[config.mk]
export PLATFORM = sky130hd
export DESIGN_NAME = luhn_card_number_classifier_core
export DESIGN_NICKNAME = d
export VERILOG_FILES = /design/src/hdl/lcc_pkg.sv /design/src/hdl/lcc_ctrl.sv /design/src/hdl/lcc_datapath.sv /design/src/hdl/luhn_card_number_classifier_core.sv
export SDC_FILE = /design/constraint.sdc
export NUM_CORES = 1
export LEC_CHECK = 0
export BUFFER_PORTS_ARGS = -buffer_cell sky130_fd_sc_hd__buf_2
export CELL_PAD_IN_SITES_DETAIL_PLACEMENT = 1
export CELL_PAD_IN_SITES_GLOBAL_PLACEMENT = 1
export CORE_MARGIN = 1
export CORE_UTILIZATION = 47
export DETAILED_ROUTE_END_ITERATION = 12
export PLACE_DENSITY_LB_ADDON = 0.12
export SLEW_MARGIN = 25
export SYNTH_ARGS = -nofsm -noshare
export SYNTH_HDL_FRONTEND = slang
export SYNTH_SLANG_ARGS = --single-unit
[constraint.sdc]
create_clock -name aclk -period 3.65 [get_ports aclk]
set_clock_uncertainty 0.1 [all_clocks]
set_input_delay 0.1825 -clock aclk [delete_from_list [all_inputs] [get_ports aclk]]
set_output_delay 0.1825 -clock aclk [all_outputs]
set_load 0.005 [all_outputs]
[src/hdl/lcc_pkg.sv]
// ----------------------------------------------------------------------------
// lcc_pkg: shared types and constants for the Luhn card number classifier
// Controller states, command and status bundles, field widths and type codes.
// ----------------------------------------------------------------------------
package lcc_pkg;

    localparam int NUM_BITS   = 63;              // binary input width
    localparam int NUM_DIGITS = 19;              // decimal digits a 63-bit value can need
    localparam int BCD_W      = 4 * NUM_DIGITS;
    localparam int CNT_W      = 6;               // counts conversion bits and digit slots
    localparam int MAX_DIGITS = 19;              // longest number that may get a type
    localparam int IDX_W      = 5;
    localparam int IN_DATA_W  = 64;
    localparam int OUT_DATA_W = 8;

    localparam logic [1:0] CARD_INVALID = 2'd0;
    localparam logic [1:0] CARD_TYPE_A  = 2'd1;  // fifteen digits, prefix 34 or 37
    localparam logic [1:0] CARD_TYPE_B  = 2'd2;  // thirteen or sixteen digits, leading 4
    localparam logic [1:0] CARD_TYPE_C  = 2'd3;  // sixteen digits, prefix 51 to 55

    typedef enum logic [1:0] {
        ST_IDLE,
        ST_CONV,
        ST_SCAN,
        ST_DONE
    } lcc_state_t;

    typedef struct packed {
        logic load;
        logic conv;
        logic scan;
        logic finish;
    } lcc_cmd_t;

    typedef struct packed {
        logic conv_last;
        logic scan_last;
        logic out_free;
    } lcc_status_t;

endpackage

[src/hdl/lcc_ctrl.sv]
// ----------------------------------------------------------------------------
// lcc_ctrl: sequencer for the Luhn card number classifier
// Steps the datapath through load, binary-to-decimal conversion, digit scan
// and result hand-over.
// ----------------------------------------------------------------------------
module lcc_ctrl (
    input  logic                 aclk,
    input  logic                 aresetn,
    input  logic                 s_tvalid,
    output logic                 s_tready,
    input  lcc_pkg::lcc_status_t status,
    output lcc_pkg::lcc_cmd_t    cmd
);
    import lcc_pkg::*;

    lcc_state_t state_reg;
    lcc_state_t state_next;

    always_ff @(posedge aclk) begin
        if (!aresetn) begin
            state_reg <= ST_IDLE;
        end else begin
            state_reg <= state_next;
        end
    end

    always_comb begin
        state_next = state_reg;
        case (state_reg)
            ST_IDLE: begin
                if (s_tvalid) begin
                    state_next = ST_CONV;
                end
            end
            ST_CONV: begin
                if (status.conv_last) begin
                    state_next = ST_SCAN;
                end
            end
            ST_SCAN: begin
                if (status.scan_last) begin
                    state_next = ST_DONE;
                end
            end
            ST_DONE: begin
                // hold until the output register is free
                if (status.out_free) begin
                    state_next = ST_IDLE;
                end
            end
            default: begin
                state_next = ST_IDLE;
            end
        endcase
    end

    always_comb begin
        cmd      = '0;
        s_tready = 1'b0;
        case (state_reg)
            ST_IDLE: begin
                s_tready = 1'b1;
                cmd.load = s_tvalid;
            end
            ST_CONV: begin
                cmd.conv = 1'b1;
            end
            ST_SCAN: begin
                cmd.scan = 1'b1;
            end
            ST_DONE: begin
                cmd.finish = status.out_free;
            end
            default: begin
                cmd = '0;
            end
        endcase
    end

endmodule

[src/hdl/lcc_datapath.sv]
// ----------------------------------------------------------------------------
// lcc_datapath: conversion, digit scan and result register
// Shift-and-add-3 conversion one bit a cycle, then one decimal digit a cycle
// for length, leading digits and the running Luhn sum modulo ten.
// ----------------------------------------------------------------------------
module lcc_datapath (
    input  logic                            aclk,
    input  logic                            aresetn,
    input  logic [lcc_pkg::NUM_BITS-1:0]    card_number,
    input  lcc_pkg::lcc_cmd_t               cmd,
    output lcc_pkg::lcc_status_t            status,
    output logic                            m_tvalid,
    input  logic                            m_tready,
    output logic [lcc_pkg::OUT_DATA_W-1:0]  m_tdata
);
    import lcc_pkg::*;

    logic [NUM_BITS-1:0] bin_reg,    bin_next;
    logic [BCD_W-1:0]    bcd_reg,    bcd_next;
    logic [BCD_W-1:0]    bcd_adj;
    logic [CNT_W-1:0]    cnt_reg,    cnt_next;
    logic [3:0]          sum_reg,    sum_next;
    logic [4:0]          count_reg,  count_next;
    logic [3:0]          first_reg,  first_next;
    logic [3:0]          second_reg, second_next;
    logic [3:0]          prev_reg,   prev_next;
    logic                valid_reg,  valid_next;
    logic [1:0]          type_reg,   type_next;
    logic                ok_reg,     ok_next;
    logic [4:0]          dcount_reg, dcount_next;

    logic [IDX_W-1:0]    idx;
    logic [3:0]          digit;
    logic [4:0]          dbl;
    logic [3:0]          luhn_d;
    logic [4:0]          acc;
    logic                ok;
    logic [1:0]          card_type;

    assign idx   = cnt_reg[IDX_W-1:0];
    assign digit = bcd_reg[3:0];

    // add 3 to every digit of five or more before the shift
    always_comb begin
        for (int i = 0; i < NUM_DIGITS; i++) begin
            if (bcd_reg[4*i +: 4] >= 4'd5) begin
                bcd_adj[4*i +: 4] = bcd_reg[4*i +: 4] + 4'd3;
            end else begin
                bcd_adj[4*i +: 4] = bcd_reg[4*i +: 4];
            end
        end
    end

    // double digits in odd slots, counting the lowest as slot zero
    always_comb begin
        dbl = {digit, 1'b0};
        if (!idx[0]) begin
            luhn_d = digit;
        end else if (dbl > 5'd9) begin
            luhn_d = 4'(dbl - 5'd9);
        end else begin
            luhn_d = dbl[3:0];
        end
        acc = {1'b0, sum_reg} + {1'b0, luhn_d};
    end

    assign ok = (sum_reg == 4'd0);

    always_comb begin
        card_type = CARD_INVALID;
        if (ok && (count_reg <= 5'(MAX_DIGITS))) begin
            if (count_reg == 5'd15 && first_reg == 4'd3 &&
                (second_reg == 4'd4 || second_reg == 4'd7)) begin
                card_type = CARD_TYPE_A;
            end else if ((count_reg == 5'd13 || count_reg == 5'd16) &&
                         first_reg == 4'd4) begin
                card_type = CARD_TYPE_B;
            end else if (count_reg == 5'd16 && first_reg == 4'd5 &&
                         second_reg >= 4'd1 && second_reg <= 4'd5) begin
                card_type = CARD_TYPE_C;
            end
        end
    end

    always_comb begin
        bin_next    = bin_reg;
        bcd_next    = bcd_reg;
        cnt_next    = cnt_reg;
        sum_next    = sum_reg;
        count_next  = count_reg;
        first_next  = first_reg;
        second_next = second_reg;
        prev_next   = prev_reg;
        valid_next  = valid_reg && !m_tready;
        type_next   = type_reg;
        ok_next     = ok_reg;
        dcount_next = dcount_reg;

        if (cmd.load) begin
            bin_next    = card_number;
            bcd_next    = '0;
            cnt_next    = '0;
            sum_next    = '0;
            count_next  = 5'd1;
            first_next  = '0;
            second_next = '0;
            prev_next   = '0;
        end
        if (cmd.conv) begin
            bcd_next = {bcd_adj[BCD_W-2:0], bin_reg[NUM_BITS-1]};
            bin_next = {bin_reg[NUM_BITS-2:0], 1'b0};
            cnt_next = status.conv_last ? '0 : cnt_reg + 1'b1;
        end
        if (cmd.scan) begin
            // advance to the next digit up
            bcd_next = {4'd0, bcd_reg[BCD_W-1:4]};
            cnt_next = cnt_reg + 1'b1;
            sum_next = (acc >= 5'd10) ? 4'(acc - 5'd10) : acc[3:0];
            prev_next = digit;
            if (digit != 4'd0) begin
                count_next  = 5'(idx) + 5'd1;
                first_next  = digit;
                second_next = prev_reg;
            end
        end
        if (cmd.finish) begin
            valid_next  = 1'b1;
            type_next   = card_type;
            ok_next     = ok;
            dcount_next = count_reg;
        end
    end

    always_ff @(posedge aclk) begin
        if (!aresetn) begin
            valid_reg <= 1'b0;
        end else begin
            valid_reg <= valid_next;
        end
    end

    always_ff @(posedge aclk) begin
        bin_reg    <= bin_next;
        bcd_reg    <= bcd_next;
        cnt_reg    <= cnt_next;
        sum_reg    <= sum_next;
        count_reg  <= count_next;
        first_reg  <= first_next;
        second_reg <= second_next;
        prev_reg   <= prev_next;
        type_reg   <= type_next;
        ok_reg     <= ok_next;
        dcount_reg <= dcount_next;
    end

    assign status.conv_last = (cnt_reg == CNT_W'(NUM_BITS - 1));
    assign status.scan_last = (cnt_reg == CNT_W'(NUM_DIGITS - 1));
    assign status.out_free  = !valid_reg || m_tready;

    assign m_tvalid = valid_reg;
    assign m_tdata  = {dcount_reg, ok_reg, type_reg};

endmodule

[src/hdl/luhn_card_number_classifier_core.sv]
// ----------------------------------------------------------------------------
// luhn_card_number_classifier_core: Luhn mod-10 check and card classification
// Streaming top level joining the sequencer and the datapath.
// ----------------------------------------------------------------------------
// Each accepted word carries one 63-bit unsigned card number and yields one
// result word. The number is converted to decimal one bit a cycle by a
// shift-and-add-3 register, then the 19 decimal digits are walked one a cycle
// from the lowest, building the digit count, the two leading digits and the
// Luhn sum modulo ten. The result is then loaded into the output register once
// that register is free. The next word is taken as soon as the result sits in
// the output register, even if the downstream side has not yet taken it. A
// failed checksum always reports card type 0; the number zero counts as one
// digit.
module luhn_card_number_classifier_core (
    input  logic                              aclk,
    input  logic                              aresetn,
    input  logic                              s_tvalid,
    output logic                              s_tready,
    input  logic [lcc_pkg::IN_DATA_W-1:0]     s_tdata,   // [62:0] card_number
    output logic                              m_tvalid,
    input  logic                              m_tready,
    output logic [lcc_pkg::OUT_DATA_W-1:0]    m_tdata    // [1:0] card_type, [2] checksum_ok,
                                                         // [7:3] digit_count
);
    import lcc_pkg::*;

    lcc_cmd_t    cmd;
    lcc_status_t status;

    lcc_ctrl u_ctrl (
        .aclk     (aclk),
        .aresetn  (aresetn),
        .s_tvalid (s_tvalid),
        .s_tready (s_tready),
        .status   (status),
        .cmd      (cmd)
    );

    lcc_datapath u_datapath (
        .aclk        (aclk),
        .aresetn     (aresetn),
        .card_number (s_tdata[NUM_BITS-1:0]),
        .cmd         (cmd),
        .status      (status),
        .m_tvalid    (m_tvalid),
        .m_tready    (m_tready),
        .m_tdata     (m_tdata)
    );

    // busy straight after a word is taken
    assert property (@(posedge aclk) disable iff (!aresetn)
        (s_tvalid && s_tready) |=> !s_tready)
        else $error("input taken while conversion running");

    // a typed card always passed the checksum
    assert property (@(posedge aclk) disable iff (!aresetn)
        (m_tvalid && m_tdata[1:0] != CARD_INVALID) |-> m_tdata[2])
        else $error("card type given with failed checksum");

    // the fifteen-digit type only with fifteen digits
    assert property (@(posedge aclk) disable iff (!aresetn)
        (m_tvalid && m_tdata[1:0] == CARD_TYPE_A) |-> (m_tdata[7:3] == 5'd15))
        else $error("type A with wrong length");

    // digit count stays within one to nineteen
    assert property (@(posedge aclk) disable iff (!aresetn)
        m_tvalid |-> (m_tdata[7:3] != 5'd0 && m_tdata[7:3] <= 5'(NUM_DIGITS)))
        else $error("digit count out of range");

endmodule
==> metrics <==
status completed; Leak about 4.1 nW; final wirelength 21,500 um; syn_nets ~1.0k; Critical Path Source Type flop; drt pass-1 iters 7; hold slack 0.00960 ns; required time of the critical path 3.83 ns; PwrDens 986 mW/mm2; fin crit share just over 90%; Fin. Hold Viols 0; WP data arrival 3.57 ns; die span in y 143 um; via/cell ratio 5.38; Least-Margin Pin Slew 0.812 ns; CTS tree done; CP max FO 5; post-synthesis compound-gate area fraction 14.9%; dpl ws -0.000865 ns; P&R area growth vs syn 18.1%; Routed Antenna Nets 0; Core Region 0.0195 mm2; Root Buffer clkbuf_16; die area about 0.020 mm2; setup TNS 0 ns; cell row count 51; fillers 2,153; crit-path cells inv_2 > ha_1 > inv_1 > a21oi_2 > xnor2_1 > nand2_1 > a21boi_0 > fa_2 > xnor2_1 > inv_1 > ha_2 > o31a_1 > nor3_1 > nor4b_2 > buf_4 > mux2i_1; worst stage delay on the critical path 0.44 ns; Final nets 1,146; GR Util All Layers 22.1%; synthesized instance count 927; Port Buf Inserts between 70 and 80; simple-gate share of the synthesized area 15.0%; ratio of cells with drive above 1 in the final layout 13.3%; I/O pins 78; ys flop type edfxtp_1; DRC viols 0; number of global-route vias before repair 7,296; Post-Synth Adder-Cell Area 6.80%; FF+latch count, synth around 180; CTS Sinks 177; Max-Cap Viols 0; worst skew pair latency about 0.44 ns; Post-synth EDFFs 156; wire per inst between 15 and 20 um; Starting Density 47.9%; Setup Viol. Count Final 0; CP top delay family adder cells; library cells used by synthesis 49; Die Wd between 100 and 150 um; half-perimeter wire length after detailed placement between 10,000 and 15,000 um; first-pass GRT wire length 35,200 um; CP Capture Type flop; Slew Limit Fails 0; max reg flops 76; Iter 0 DRT Violations 424; CTS Buffer Depth 2; grt total ovfl 0; Multi-input gate area 0.00388 mm2; pin count of the biggest net entering global routing 89; Crit Path Category reg -> reg; vias 7,027; CP max stage cell edfxtp_1; Max-slew headroom 45.7%; worst setup margin ~0.26 ns; mux share of post-synthesis cell area 0.430%; largest family of logic cells by synthesized area simple AND/OR/NAND/NOR gates; Num CTS Buffers 17; total inserted antenna cells 0; Worst-path clk slew 0.07 ns; Worst Path Buf+Inv 4; routability cong. approximately 0.82; fin util 56.5%; Post-synth ARST share 0%; design area 0.0110 mm2; htree depth 4; register area 0.00510 mm2; synth warn 0; type of the tightest min-delay check in -> reg; Post-Synth XOR/XNOR Area 4.14%; Synth Area per Inst ~10 um2; highest clock rate 295 MHz; synthesized area ~0.0093 mm2; Worst VDD drop ~0.42 mV; crit path time final around 3.4 ns; register area share after synthesis 54.8%; initial antenna violation count 0; DP Area 0.0100 mm2
## where the power goes
part           switching [W]  internal, W  total (W)
registers           0.000668      0.00367    0.00433
clock network       0.000835      0.00109    0.00192
logic                0.00286      0.00173    0.00458
total                0.00436      0.00648     0.0108
## synthesized netlist by cell type (2+ instances only)
cell,number,area [um2]
nand2_1,185,694
buf_2,5,25.0
nand4b_1,2,17.5
edfxtp_1,156,4680
nor2_1,39,146
nand3b_1,2,15.0
o21ai_0,129,646
a21oi_1,64,320
o32ai_1,17,149
nand3_1,15,75.1
o22ai_1,19,119
a31o_2,2,17.5
mux2i_1,4,40.0
dfxtp_1,21,420
nor3_1,8,40.0
or4b_1,2,20.0
nand2b_1,25,156
xnor2_1,22,193
a211oi_1,2,15.0
ha_1,49,613
buf_1,4,15.0
xor2_1,22,193
inv_1,49,184
nor3b_1,17,128
and2_1,6,37.5
nor2b_1,4,25.0
clkbuf_1,34,128
and3_1,2,12.5
## final timing paths
| check | to | slack (ns) | depth (start not counted) | startpoint |
|---|---|---|---|---|
| hold / removal | u_datapath.bin_reg[16]$_DFFE_PP_ | 0.01 | 3 | s_tdata[16] |
| setup reg to reg | u_datapath.sum_reg[1]$_SDFFCE_PN0P_ | 0.26 | 16 | u_datapath.bcd_reg[1]$_DFFE_PP_ |
| setup / recovery | u_datapath.sum_reg[1]$_SDFFCE_PN0P_ | 0.26 | 16 | u_datapath.bcd_reg[1]$_DFFE_PP_ |
| hold reg to reg | u_datapath.second_reg[1]$_DFF_P_ | 0.34 | 2 | u_datapath.prev_reg[1]$_SDFFCE_PN0P_ |
## cell usage in the layout (no fill, tap or decap), types with 19 or more instances in the layout
cell	instances
a21oi_1	63
inv_1	47
edfxtp_1	156
buf_2	76
o21ai_0	129
xnor2_1	22
xor2_1	22
nand2_1	183
nor2_1	39
o22ai_1	19
dlygate4sd3_1	36
ha_1	46
nand2b_1	24
dfxtp_1	21
## stage by stage
step / instances / total power (W)
2_1_floorplan: 927 / 0.00754
3_3_place_gp: 1236 / 0.00861
3_5_place_dp: 1236 / 0.00882
4_1_cts: 1305 / 0.0109
5_1_grt: 1306 / 0.0116
6_report: 1306 / 0.0108
## tightest hold or removal path, delay by kind of cell
| family | cells | cell delay, ns |
|---|---|---|
| simple gates | 1 | 0.03 |
| compound gates | 1 | 0.14 |
| buf+inv | 1 | 0.08 |
## cell families (layout without fill, tap and decap cells)
group / Yosys count / in the layout
and+or+nand+nor: 310 / 310
AOI/OAI and AO/OA: 248 / 248
DFF: 177 / 177
buffers and inverters: 94 / 208
adders and majority gates: 50 / 50
xor gates and xnor gates: 44 / 44
muxes: 4 / 4
## timing repair
action                                  4_1_cts  5_1_grt
resized for setup                             0        5
hold endpoints to repair                     37        0
setup buffers                                 1        1
hold buffers                                 36        0
cloned                                        0        0
endpoints found under the setup margin        2        2
pin swaps                                     1        0
## routing by layer
metal  up-vias  wire length, um  track usage (%)
met5         -                0                0
met4         0              327             6.79
met3        26              592             4.59
met2       100            10800             39.3
met1      3419             9720             26.7
li1       3482                -                -
## cell type report
| cell class | count | area share (%) |
|---|---|---|
| Sequential cell | 177 | 46.4 |
| Multi-Input combinational cell | 656 | 35.3 |
| Timing Repair Buffer | 126 | 8.03 |
| Clock buffer | 18 | 3.90 |
| Tap cell | 265 | 3.01 |
| Inverter | 50 | 1.71 |
| Clock inverter | 14 | 1.63 |
(Power assumes the default switching activity.)
